<file path="src/hw/rtl/u2u_pkg.sv">
// shared types and constants for the utf-8 to 16-bit code unit decoder
// no dependencies
`timescale 1ns / 1ps

package u2u_pkg;

    localparam int QDepth = 4;
    localparam int QAw    = $clog2(QDepth);

    typedef struct packed {
        logic [7:0] in_byte;
        logic       stream_end;
    } t_u2u_in;

    typedef struct packed {
        logic [15:0] code_unit;
        logic        run_last;
    } t_u2u_out;

    // one beat's worth of results, one or two code units
    typedef struct packed {
        logic        two;
        logic [15:0] u0;
        logic [15:0] u1;
    } t_u2u_entry;

endpackage

</file>
<file path="src/hw/rtl/u2u_front.sv">
// front end: sequence state, byte classification, builds at most one queue entry per beat
// depends on u2u_pkg
`timescale 1ns / 1ps

module u2u_front (
    input  logic                i_clk,
    input  logic                i_rst_n,
    input  logic                i_accept,
    input  u2u_pkg::t_u2u_in    i_item,
    output logic                o_push,
    output u2u_pkg::t_u2u_entry o_entry
);
    import u2u_pkg::*;

    typedef enum logic [2:0] {
        PH_IDLE    = 3'd0,
        PH_TWO_1   = 3'd1,
        PH_THREE_2 = 3'd2,
        PH_THREE_1 = 3'd3,
        PH_FOUR_LD = 3'd4
    } t_phase;

    t_phase      r_phase, n_phase;
    logic [15:0] r_pv, n_pv;
    logic [1:0]  cnt;
    logic [15:0] u0, u1;
    logic        fresh;
    logic        cont;
    logic [7:0]  b;

    assign b    = i_item.in_byte;
    assign cont = (b[7:6] == 2'b10);

    always_comb begin
        n_phase = r_phase;
        n_pv    = r_pv;
        fresh   = 1'b1;
        cnt     = 2'd0;
        u0      = 16'h0000;
        u1      = 16'h0000;

        unique case (r_phase)
            PH_TWO_1, PH_THREE_1: begin
                u0      = cont ? (r_pv | {10'd0, b[5:0]}) : r_pv;
                cnt     = 2'd1;
                fresh   = !cont;
                n_phase = PH_IDLE;
                n_pv    = 16'h0000;
            end
            PH_THREE_2: begin
                if (cont) begin
                    n_pv    = r_pv | {4'd0, b[5:0], 6'd0};
                    n_phase = PH_THREE_1;
                    fresh   = 1'b0;
                end else begin
                    u0      = r_pv;
                    cnt     = 2'd1;
                    n_phase = PH_IDLE;
                    n_pv    = 16'h0000;
                end
            end
            PH_FOUR_LD: begin
                if (cont) begin
                    n_pv    = {b[3:0], 12'd0};
                    n_phase = PH_THREE_2;
                    fresh   = 1'b0;
                end else begin
                    u0      = 16'h0000;
                    cnt     = 2'd1;
                    n_phase = PH_IDLE;
                    n_pv    = 16'h0000;
                end
            end
            default: begin
                n_phase = PH_IDLE;
                n_pv    = 16'h0000;
            end
        endcase

        if (fresh) begin
            if (b[7] == 1'b0) begin
                if (cnt == 2'd0) u0 = {8'h00, b};
                else             u1 = {8'h00, b};
                cnt = cnt + 2'd1;
            end else if (b[7:5] == 3'b110) begin
                n_pv    = {5'd0, b[4:0], 6'd0};
                n_phase = PH_TWO_1;
            end else if (b[7:4] == 4'b1110) begin
                n_pv    = {b[3:0], 12'd0};
                n_phase = PH_THREE_2;
            end else if (b[7:3] == 5'b11110) begin
                n_pv    = 16'h0000;
                n_phase = PH_FOUR_LD;
            end else begin
                if (cnt == 2'd0) u0 = {8'hFF, b};
                else             u1 = {8'hFF, b};
                cnt = cnt + 2'd1;
            end
        end

        // flush at stream end
        if (i_item.stream_end && (n_phase != PH_IDLE)) begin
            if (cnt == 2'd0) u0 = (n_phase == PH_FOUR_LD) ? 16'h0000 : n_pv;
            else             u1 = (n_phase == PH_FOUR_LD) ? 16'h0000 : n_pv;
            cnt     = cnt + 2'd1;
            n_phase = PH_IDLE;
            n_pv    = 16'h0000;
        end
    end

    always_ff @(posedge i_clk) begin
        if (!i_rst_n) begin
            r_phase <= PH_IDLE;
            r_pv    <= 16'h0000;
        end else if (i_accept) begin
            r_phase <= n_phase;
            r_pv    <= n_pv;
        end
    end

    assign o_push      = i_accept && (cnt != 2'd0);
    assign o_entry.two = (cnt == 2'd2);
    assign o_entry.u0  = u0;
    assign o_entry.u1  = u1;

    // two code units need a sequence pending before the beat
    a_two_needs_pending: assert property (@(posedge i_clk) disable iff (!i_rst_n)
        (cnt == 2'd2) |-> (r_phase != PH_IDLE))
        else $error("two results from idle phase");

    a_no_three: assert property (@(posedge i_clk) disable iff (!i_rst_n)
        cnt != 2'd3)
        else $error("more than two results in one beat");

    a_idle_clears_pv: assert property (@(posedge i_clk) disable iff (!i_rst_n)
        (r_phase == PH_IDLE) |-> (r_pv == 16'h0000))
        else $error("partial value left over in idle");

endmodule

</file>
<file path="src/hw/rtl/u2u_queue.sv">
// small queue of result entries between front and back end
// depends on u2u_pkg
`timescale 1ns / 1ps

module u2u_queue (
    input  logic                i_clk,
    input  logic                i_rst_n,
    input  logic                i_push,
    input  u2u_pkg::t_u2u_entry i_entry,
    output logic                o_full,
    input  logic                i_pop,
    output logic                o_valid,
    output u2u_pkg::t_u2u_entry o_entry
);
    import u2u_pkg::*;

    t_u2u_entry     r_mem [QDepth];
    logic [QAw-1:0] r_wr, r_rd;
    logic [QAw:0]   r_count;

    assign o_full  = (r_count == QDepth[QAw:0]);
    assign o_valid = (r_count != '0);
    assign o_entry = r_mem[r_rd];

    always_ff @(posedge i_clk) begin
        if (i_push) begin
            r_mem[r_wr] <= i_entry;
        end
    end

    always_ff @(posedge i_clk) begin
        if (!i_rst_n) begin
            r_wr    <= '0;
            r_rd    <= '0;
            r_count <= '0;
        end else begin
            if (i_push) r_wr <= r_wr + 1'b1;
            if (i_pop)  r_rd <= r_rd + 1'b1;
            r_count <= r_count + (i_push ? 1'b1 : 1'b0) - (i_pop ? 1'b1 : 1'b0);
        end
    end

    a_count_bound: assert property (@(posedge i_clk) disable iff (!i_rst_n)
        r_count <= QDepth[QAw:0])
        else $error("queue count overflow");

    a_no_push_full: assert property (@(posedge i_clk) disable iff (!i_rst_n)
        i_push |-> !o_full)
        else $error("push into full queue");

    a_no_pop_empty: assert property (@(posedge i_clk) disable iff (!i_rst_n)
        i_pop |-> o_valid)
        else $error("pop from empty queue");

endmodule

</file>
<file path="src/hw/rtl/u2u_back.sv">
// back end: splits queue entries into single code units, registered result
// depends on u2u_pkg
`timescale 1ns / 1ps

module u2u_back (
    input  logic                i_clk,
    input  logic                i_rst_n,
    input  logic                i_q_valid,
    input  u2u_pkg::t_u2u_entry i_q_entry,
    output logic                o_q_pop,
    output logic                o_empty,
    input  logic                i_pop,
    output u2u_pkg::t_u2u_out   o_result
);
    import u2u_pkg::*;

    logic     r_valid;
    logic     r_sel;
    t_u2u_out r_out;
    logic     load;
    logic     first_of_two;

    assign load         = i_q_valid && (!r_valid || i_pop);
    assign first_of_two = i_q_entry.two && !r_sel;
    assign o_q_pop      = load && !first_of_two;

    always_ff @(posedge i_clk) begin
        if (!i_rst_n) begin
            r_valid <= 1'b0;
            r_sel   <= 1'b0;
        end else begin
            if (load) begin
                r_valid <= 1'b1;
                r_sel   <= first_of_two;
            end else if (i_pop) begin
                r_valid <= 1'b0;
            end
        end
    end

    always_ff @(posedge i_clk) begin
        if (load) begin
            r_out.code_unit <= r_sel ? i_q_entry.u1 : i_q_entry.u0;
            r_out.run_last  <= !first_of_two;
        end
    end

    assign o_empty  = !r_valid;
    assign o_result = r_out;

    // second half of an entry is still in the queue
    a_sel_holds_entry: assert property (@(posedge i_clk) disable iff (!i_rst_n)
        r_sel |-> (i_q_valid && i_q_entry.two))
        else $error("split entry lost from queue");

    a_sel_not_last: assert property (@(posedge i_clk) disable iff (!i_rst_n)
        (r_sel && r_valid) |-> !r_out.run_last)
        else $error("first unit of pair marked last");

    a_pop_on_last: assert property (@(posedge i_clk) disable iff (!i_rst_n)
        o_q_pop |=> r_out.run_last)
        else $error("entry retired without last unit");

endmodule

</file>
<file path="src/hw/rtl/utf8_to_utf16_decoder.sv">
// utf-8 byte stream to 16-bit code unit decoder, top level
// path: a byte's result is written into a queue entry, then into the result register
// throughput: one byte per cycle unless the queue is full; one code unit leaves per cycle
// as popped; a two-unit byte holds the output side for both, absorbed by a 4-entry queue
// reset: synchronous active-low; clears sequence state, queue pointers and result valid flag
// depends on u2u_pkg, u2u_front, u2u_queue, u2u_back
`timescale 1ns / 1ps

module utf8_to_utf16_decoder (
    input  logic               i_clk,
    input  logic               i_rst_n,
    input  logic               push,
    output logic               full,
    input  u2u_pkg::t_u2u_in   i_item,
    output logic               empty,
    input  logic               pop,
    output u2u_pkg::t_u2u_out  o_result
);
    import u2u_pkg::*;

    logic       accept;
    logic       f_push;
    t_u2u_entry f_entry;
    logic       q_valid;
    logic       q_pop;
    t_u2u_entry q_entry;

    assign accept = push && !full;

    u2u_front u_front (
        .i_clk    (i_clk),
        .i_rst_n  (i_rst_n),
        .i_accept (accept),
        .i_item   (i_item),
        .o_push   (f_push),
        .o_entry  (f_entry)
    );

    u2u_queue u_queue (
        .i_clk   (i_clk),
        .i_rst_n (i_rst_n),
        .i_push  (f_push),
        .i_entry (f_entry),
        .o_full  (full),
        .i_pop   (q_pop),
        .o_valid (q_valid),
        .o_entry (q_entry)
    );

    u2u_back u_back (
        .i_clk     (i_clk),
        .i_rst_n   (i_rst_n),
        .i_q_valid (q_valid),
        .i_q_entry (q_entry),
        .o_q_pop   (q_pop),
        .o_empty   (empty),
        .i_pop     (pop),
        .o_result  (o_result)
    );

endmodule
</file>
<file path="config.mk">
export PLATFORM = sky130hd
export DESIGN_NAME = utf8_to_utf16_decoder
export DESIGN_NICKNAME = d
export VERILOG_FILES = /design/src/hw/rtl/u2u_pkg.sv /design/src/hw/rtl/u2u_front.sv /design/src/hw/rtl/u2u_queue.sv /design/src/hw/rtl/u2u_back.sv /design/src/hw/rtl/utf8_to_utf16_decoder.sv
export SDC_FILE = /design/constraint.sdc
export NUM_CORES = 1
export LEC_CHECK = 0
export ABC_CLOCK_PERIOD_IN_PS = 10100
export BUFFER_PORTS_ARGS = -buffer_cell sky130_fd_sc_hd__buf_2
export CAP_MARGIN = 20
export CORE_AREA = 2 2 164 166
export CTS_CLUSTER_SIZE = 40
export DETAILED_ROUTE_END_ITERATION = 8
export DIE_AREA = 0 0 166 168
export PLACE_DENSITY = 0.48
export REMOVE_ABC_BUFFERS = 1
export SYNTH_ARGS = -nofsm -noshare
export SYNTH_HDL_FRONTEND = slang
export SYNTH_HIERARCHICAL = 1
export SYNTH_SLANG_ARGS = --single-unit
</file>
<file path="constraint.sdc">
create_clock -name i_clk -period 10.1 [get_ports i_clk]
set_input_delay 0.505 -clock i_clk [delete_from_list [all_inputs] [get_ports i_clk]]
set_output_delay 0.505 -clock i_clk [all_outputs]
set_load 0.005 [all_outputs]
</file>
==> flow_summary.ini, run 1 <==
[status]
status = finished, final reports clean

[routing]
viasPerCell = 4.94
drtIter0Drc = 305
vias = 4142
drcViolationCount = 0
postRouteAntennaNets = 0
routedWlPerCell_um = 18.7
drt-total-wl_um = 15600
drt_pass1_iterations = 6

[sta]
rsz0062_at_grt = false
slew_violations = 0
tns_ns = 0
period_minus_slack_ns = 3.91
fmax_mhz = 255
fin_worst_skew_ns = 0.0113
setup_viol = 0
tightest_slew_ns = 0.891
finalCritPeriodShare = 0.388
setup_ws_ns = 6.19
hold_violations = 0
slew_headroom = 0.402

[cells_and_area]
final_cell_area_mm2 = 0.00872
final-seq-area_mm2 = 0.00508
diodes = 0
drive_above_1_share = 0.278
final_util = 0.331
layout_commonest_cell = edfxtp_1
area_delta_synth_final_pct = 13.1
nNetsFinal = 506
multi_input_area_mm2 = 0.00235
fillers = 2512
final_cell_mix = edfxtp_1 (149), buf_2 (31), mux4_2 (30)

[die]
fp.dieArea_mm2 = 0.0279
start_util = 0.293
rows = 60
core_mm2 = 0.0264
die_y_um = 168
fp.dieW_um = 166
io_pins = 32

[setup_path]
end_kind = register
endpoint = u_queue/r_mem[3][18]
rr_endpoint = u_queue/r_mem[3][18]
ff2ff_setup_slack_ns = 6.19
critPathLaunch = u_front/r_phase[0]
crit_path_start_kind = register
r2r_cells = 12
crit_fanout = 33
cp_data_arrival_time_ns = 3.98
rr_startpoint = u_front/r_phase[0]
worstPathRequired_ns = 10.16
path_class = register to register

[cts]
cts_buffer_depth = 2
clkSlewWorstSetupHoldPaths_ns = 0.07
cts_buffers = 17
ctsResizeCount = 0
holdBufCountCts = 0
root_buffer = clkbuf_16
cts_num_sinks = 179
worst_skew_pair.late_latency_ns = 0.43
htree_levels = 4
postCtsSetupRepairBufs = 0
cts_tree = done

[synth]
synth-edff-count = 149
avgSynthCellArea_um2 = 17.0
ys_ff_latch = 179
synthDistinctLibCells = 62
synthArstFlopShare = 0
synth_ff_type = edfxtp_1
synthCells = 454
netlist_area_mm2 = 0.00771
ys_seq_area_frac = 0.658
synth_warnings = 6

[grt]
grt_overflow = 0
gr-usage-all-layers = 0.116
antenna_found_initial = 0
grt_first_pass_wirelength_um = 24400
grt_pass1_vias = 4242
grt_max_degree = 34

[power]
power.density_mw_per_mm2 = 240
irDropWorstVdd_v = 0.000119
p_leak_nw = 2.90

[placed_design]
numPortBuffers = 31
place_worst_setup_slack_ns = 5.84
hpwlAfterDp_um = 9640
gp_congestion = 0.833
dpl_cell_area_mm2 = 0.00813

[min_path]
hold_class = input port to register

[run]
maxCapViolations = 0
-- worst max-delay path, cell delays in order (launching register included) --
cell,delay (ns)
dfxtp_1,0.43
o21ai_1,0.31
nand2_1,0.13
nor2_1,0.13
ha_1,0.15
nand2_1,0.06
a311oi_2,0.36
a21oi_1,0.13
ha_1,0.33
a311oi_1,0.05
a311oi_1,0.76
and2_1,0.23
buf_4,0.47
-- flip-flops by register name, summed over array words and instances, names as in the netlist, named ones only --
register,cells
u_back/r_valid,1
u_back/r_sel,1
u_queue/r_wr,2
u_back/o_result,17
u_front/r_pv,16
u_front/r_phase,3
u_queue/r_count,3
u_queue/r_rd,2
u_queue/r_mem,132
-- worst min path at each step --
stage | startpoint | to | slack, ns | cells after the start
4_1_cts | pop | u_back/r_valid | 0.36 | 3
6_report | pop | u_back/r_valid | 0.38 | 3
2_1_floorplan | u_front/r_pv[11] | u_front/r_pv[11] | 0.44 | 2
5_1_grt | pop | u_back/r_valid | 0.40 | 3
3_5_place_dp | u_front/r_pv[11] | u_front/r_pv[11] | 0.47 | 2
3_3_place_gp | u_front/r_pv[11] | u_front/r_pv[11] | 0.46 | 2
-- power by group --
part | internal [mW] | switching [mW] | total, mW
registers | 0.930 | 0.0247 | 0.955
logic | 0.235 | 0.247 | 0.482
clock network | 0.363 | 0.291 | 0.654
total | 1.53 | 0.563 | 2.09
-- kinds of logic (layout without fill, tap and decap cells) --
family | count (synthesis) | after routing | synth area share
adder cells (fa/ha/maj) | 9 | 9 | 0.0156
flip-flops | 179 | 179 | 0.658
AO/OA/AOI/OAI | 86 | 86 | 0.0868
buffers and inverters | 44 | 87 | 0.0370
AND/OR/NAND/NOR | 75 | 75 | 0.0592
XOR/XNOR | 4 | 4 | 0.00649
multiplexers | 57 | 57 | 0.137
-- layout make-up --
class,count,share of cell area
multi-input cells,231,0.270
clock buffers,18,0.0517
repair buffers,39,0.0247
well taps,341,0.0489
inverters,16,0.00689
clock inverters,14,0.0159
flip-flops and latches,179,0.582
-- cells in the mapped netlist (2+ instances only) --
library cell  count  share of area
edfxtp_1        149           0.58
dfxtp_1          30          0.078
mux4_2           30          0.088
nand2_1          18         0.0088
inv_1            16         0.0078
a21oi_1          12         0.0078
a22o_1           12          0.014
mux2_4           10          0.019
a22oi_1           9         0.0088
and3_1            9         0.0073
clkbuf_1          9         0.0044
nor2_1            9         0.0044
o22ai_1           9         0.0073
o31ai_1           9         0.0088
ha_1              8          0.013
mux2_2            8          0.012
and2_1            7         0.0057
buf_2             7         0.0045
nand3_1           7         0.0045
o21ai_1           7         0.0045
a21boi_1          6         0.0058
mux2i_1           6         0.0078
a21boi_0          5         0.0049
buf_6             5         0.0073
nand3b_1          5         0.0049
buf_12            4          0.010
mux4_1            3          0.010
nand2b_1          3         0.0024
xnor2_1           3         0.0034
a311oi_1          2         0.0023
buf_4             2         0.0019
nand4b_1          2         0.0023
nor2_4            2         0.0029
o211ai_1          2         0.0019
or3_1             2         0.0016
-- stage by stage --
| stage | instances | total power, mW | hold slack (ns) |
|---|---|---|---|
| after global placement | 806 | 1.46 | 0.456 |
| after CTS | 838 | 2.13 | 0.361 |
| after detailed placement | 806 | 1.47 | 0.466 |
| final | 838 | 2.09 | 0.377 |
| after floorplan | 426 | 1.31 | 0.444 |
| after global routing | 838 | 2.20 | 0.399 |
-- metal layers --
| layer | vias up | track usage | part of all wire |
|---|---|---|---|
| met4 | 0 | 0.0446 | 0.017 |
| met1 | 2128 | 0.146 | 0.44 |
| met3 | 22 | 0.0275 | 0.044 |
| li1 | 1864 | - | - |
| met2 | 128 | 0.194 | 0.50 |
| met5 | - | 0 | 0 |
Power figures use the tool's default switching activity.
==> run 2: changes to the inputs <==
ABC_CLOCK_PERIOD_IN_PS = 3280   (was 10100)
PLACE_DENSITY = 0.5   (was 0.48)
clock period = 3.28 ns   (was 10.1 ns; I/O delays follow)
==> flow_summary.ini, run 2 (synthesized netlist as in run 1, its figures left out) <==
[status]
status = finished, final reports clean

[cts]
root_buffer = clkbuf_16
cts_tree = done
cts_buffer_depth = 2
htree_levels = 4
cts_buffers = 17
clkSlewWorstSetupHoldPaths_ns = 0.07
cts_num_sinks = 179
worst_skew_pair.late_latency_ns = 0.43
holdBufCountCts = 0

[die]
die_y_um = 168
start_util = 0.293
fp.dieW_um = 166
rows = 60
core_mm2 = 0.0264
fp.dieArea_mm2 = 0.0279
io_pins = 32

[grt]
grt_overflow = 0
grt_first_pass_wirelength_um = 25600
grt_pass1_vias = 4315
antenna_found_initial = 0
gr-usage-all-layers = 0.123
grt_max_degree = 33

[routing]
vias = 4190
drcViolationCount = 0
drt-total-wl_um = 16600
viasPerCell = 4.84
drt_pass1_iterations = 5
postRouteAntennaNets = 0
drtIter0Drc = 288
routedWlPerCell_um = 19.1

[cells_and_area]
area_delta_synth_final_pct = 18.6
final_cell_mix = edfxtp_1 (149), buf_2 (31), mux4_2 (30)
largest_register_ff_count = 132
nNetsFinal = 534
diodes = 0
top_register = u_queue/r_mem
drive_above_1_share = 0.333
layout_commonest_cell = edfxtp_1
final_cells = 866

[setup_path]
r2r_cells = 12
ff2ff_setup_slack_ns = 0.21
rr_endpoint = u_queue/r_mem[1][26]
end_kind = register
worstPathRequired_ns = 3.41
crit_path_start_kind = register
cp_data_arrival_time_ns = 3.21
path_class = register to register
crit_fanout = 17
rr_startpoint = u_front/r_phase[1]

[placed_design]
numPortBuffers = 31
hpwlAfterDp_um = 10400
gp_congestion = 0.751
place_worst_setup_slack_ns = -0.0529
dp.cells = 830

[sta]
tightest_slew_ns = 0.743
fin_worst_skew_ns = 0.0108
slew_violations = 0
slew_headroom = 0.500
rsz0062_at_grt = false
setup_ws_ns = 0.206
setup_viol = 0
period_minus_slack_ns = 3.07
finalCritPeriodShare = 0.937
fmax_mhz = 325
tns_ns = 0
whs_ns = 0.0313
hold_violations = 0

[power]
irDropWorstVdd_v = 0.000585
power.total_mw = 6.73
p_leak_nw = 3.09
power.density_mw_per_mm2 = 736

[min_path]
hold_end = u_back/r_valid
hold_class = input port to register
min_from = pop
holdPathStages = 3

[run]
maxCapViolations = 0
## run 2: cell count changes in the layout (fill, tap and decap cells not counted), sizes merged
cell,delta
bufinv,+3
buf,+28
inv,-6
clkinvlp,+2
clkinv,+1
## run 2: metrics by stage
stage           util  instance area [um^2]
5_1_grt        0.347                  9140
4_1_cts        0.345                  9090
3_3_place_gp   0.319                  8400
3_5_place_dp   0.320                  8430
6_report       0.347                  9140
2_1_floorplan      -                  7490
## run 2: worst max-delay path by stage
stage | start | end | slack, ns | depth (start not counted)
finish | u_front/r_phase[1] | u_queue/r_mem[1][26] | 0.21 | 12
global route | u_front/r_phase[0] | u_queue/r_mem[0][30] | 0.07 | 14
CTS | u_front/r_phase[0] | u_queue/r_count[2] | 0.002 | 15
detailed placement | u_front/r_phase[0] | u_queue/r_count[2] | -0.05 | 15
global placement | u_front/r_phase[0] | u_queue/r_count[2] | 0.05 | 15
floorplan | register | u_queue/r_count[2] | -0.54 | 9
## run 2: worst max-delay path: stages (launching register included)
cell      delay (ns)
dfxtp_2         0.35
or3_4           0.40
nand2_2         0.09
nor2_2          0.05
ha_1            0.27
nand4b_1        0.12
and3_4          0.22
ha_4            0.27
a311oi_2        0.04
a311oi_2        0.32
buf_4           0.20
and2_1          0.25
buf_12          0.21
## run 2: power breakdown
part / switching, mW / leakage [nW] / internal [mW]
clock: 0.858 / 0.302 / 1.29
sequential: 0.0813 / 1.62 / 2.86
combinational: 0.821 / 1.16 / 0.819
## run 2: cell type report
class                           instances  area [um^2]
Clock buffer                           18          429
Clock inverter                         14          201
Fill cell                            2502        17200
Inverter                               16         60.1
Multi-Input combinational cell        231         2400
Sequential cell                       179         5080
Tap cell                              341          427
Timing Repair Buffer                   67          546
## run 2: layer usage
layer  global-route usage  share of wire
met1                0.157           0.45
met2                0.201           0.49
met3               0.0296          0.040
met4               0.0491          0.024
met5                    0              0
## run 2: timing repair
action	in CTS	in global routing
endpoints found under the setup margin	1	104
pin swaps	4	6
gates resized for setup	6	5
setup buffers	1	2
==> run 3: changes to the inputs <==
PLACE_DENSITY = unset   (was 0.5)
PLACE_DENSITY_LB_ADDON = 0.12   (was unset)
==> flow_summary.ini, run 3 (synthesized netlist as in run 1, its figures left out) <==
[grt]
grt_overflow = 0
antenna_found_initial = 0
gr-usage-all-layers = 0.129
grt_first_pass_wirelength_um = 26900
grt_pass1_vias = 4451
grt_max_degree = 34

[setup_path]
cp_data_arrival_time_ns = 3.23
end_kind = register
crit_fanout = 16
path_class = register to register
worstPathRequired_ns = 3.41
crit_path_start_kind = register

[sta]
period_minus_slack_ns = 3.10
fin_worst_skew_ns = 0.0115
finalCritPeriodShare = 0.944
setup_ws_ns = 0.184
fmax_mhz = 323
hold_violations = 0
slew_headroom = 0.475
tightest_slew_ns = 0.784
rsz0062_at_grt = false
slew_violations = 0
setup_viol = 0

[cts]
worst_skew_pair.late_latency_ns = 0.43
cts_tree = done
htree_levels = 4
clkSlewWorstSetupHoldPaths_ns = 0.08
cts_buffer_depth = 2
postCtsSetupRepairBufs = 0
cts_num_sinks = 179
root_buffer = clkbuf_16
cts_buffers = 17

[run]
maxCapViolations = 0

[routing]
drt-total-wl_um = 17300
vias = 4157
drt_pass1_iterations = 4
routedWlPerCell_um = 20.0
viasPerCell = 4.82
postRouteAntennaNets = 0
drtIter0Drc = 243
drcViolationCount = 0

[cells_and_area]
final_cell_mix = edfxtp_1 (149), buf_2 (31), mux4_2 (30)
drive_above_1_share = 0.330
layout_commonest_cell = edfxtp_1
top_register = u_queue/r_mem
fillers = 2489
diodes = 0
final_util = 0.342
area_delta_synth_final_pct = 17.0
nNetsFinal = 531
largest_register_ff_count = 132

[die]
fp.dieArea_mm2 = 0.0279
start_util = 0.293
rows = 60
fp.dieW_um = 166
io_pins = 32
core_mm2 = 0.0264
die_y_um = 168

[min_path]
hold_class = input port to register

[power]
power.total_mw = 6.54
irDropWorstVdd_v = 0.000363
power.density_mw_per_mm2 = 724
p_leak_nw = 3.04

[placed_design]
place_worst_setup_slack_ns = -0.0209
numPortBuffers = 31
hpwlAfterDp_um = 10800
gp_congestion = 0.753

[status]
status = finished, final reports clean
## run 3: changes by cell type in the layout (fill, tap and decap cells not counted), sizes merged
cell	before	now
bufinv	4	1
inv	20	24
clkinv	4	2
buf	67	63
clkbuf	18	19
clkinvlp	2	3
## run 3: power breakdown
| group | switching, mW | internal, mW |
|---|---|---|
| combinational | 0.820 | 0.784 |
| sequential | 0.0838 | 2.86 |
| clock | 0.913 | 1.07 |
| total | 1.82 | 4.72 |
## run 3: path summary, 6_finish.rpt
kind,start,endpoint,slack [ns],cells past startpoint
max,u_front/r_phase[0],u_queue/r_mem[2][26],0.18,12
min,pop,u_back/r_valid,0.04,3
max reg2reg,u_front/r_phase[0],u_queue/r_mem[2][26],0.18,12
min reg2reg,u_front/r_pv[11],u_front/r_pv[11],0.48,2
## run 3: area by class of cell
class	instances	area (um^2)	area share
clock inverters	14	144	0.0159
multi-input cells	231	2380	0.264
repair buffers	64	508	0.0563
inverters	16	60.1	0.00665
well taps	341	427	0.0473
flip-flops and latches	179	5080	0.563
clock buffers	18	429	0.0476
## run 3: through the flow
step	hold WS, ns	cells	setup TNS, ns	area, um^2
5_1_grt	0.0739	863	0	9020
2_1_floorplan	0.286	426	-72.62	7490
3_3_place_gp	0.455	830	0	8400
4_1_cts	0.0190	862	0	8980
6_report	0.0426	863	0	9020
3_5_place_dp	0.466	830	-0.391	8400
## run 3: routing by layer
layer / vias to the layer above / global-route usage / part of all wire
met5: - / 0 / 0
met4: 0 / 0.0382 / 0.013
met3: 16 / 0.0268 / 0.032
met2: 72 / 0.212 / 0.48
met1: 2153 / 0.173 / 0.47
li1: 1916 / - / -
## run 3: critical path, cell delays in order (launching register included)
cell and delay (ns):
dfxtp_2 0.34, or3_4 0.40, nand2_1 0.09, nor2_1 0.05, ha_1 0.27, nand4b_1 0.13
and3_4 0.21, ha_1 0.30, a311oi_2 0.05, a311oi_2 0.29, buf_4 0.20, and2_2 0.22
clkbuf_16 0.22
## run 3: repair_timing
item | in CTS | in global routing
pin swaps | 0 | 6
hold endpoints to repair | 0 | 0
resized for setup | 3 | 7
hold buffers | 0 | 0
cloned | 0 | 1
setup endpoints to repair | 72 | 134
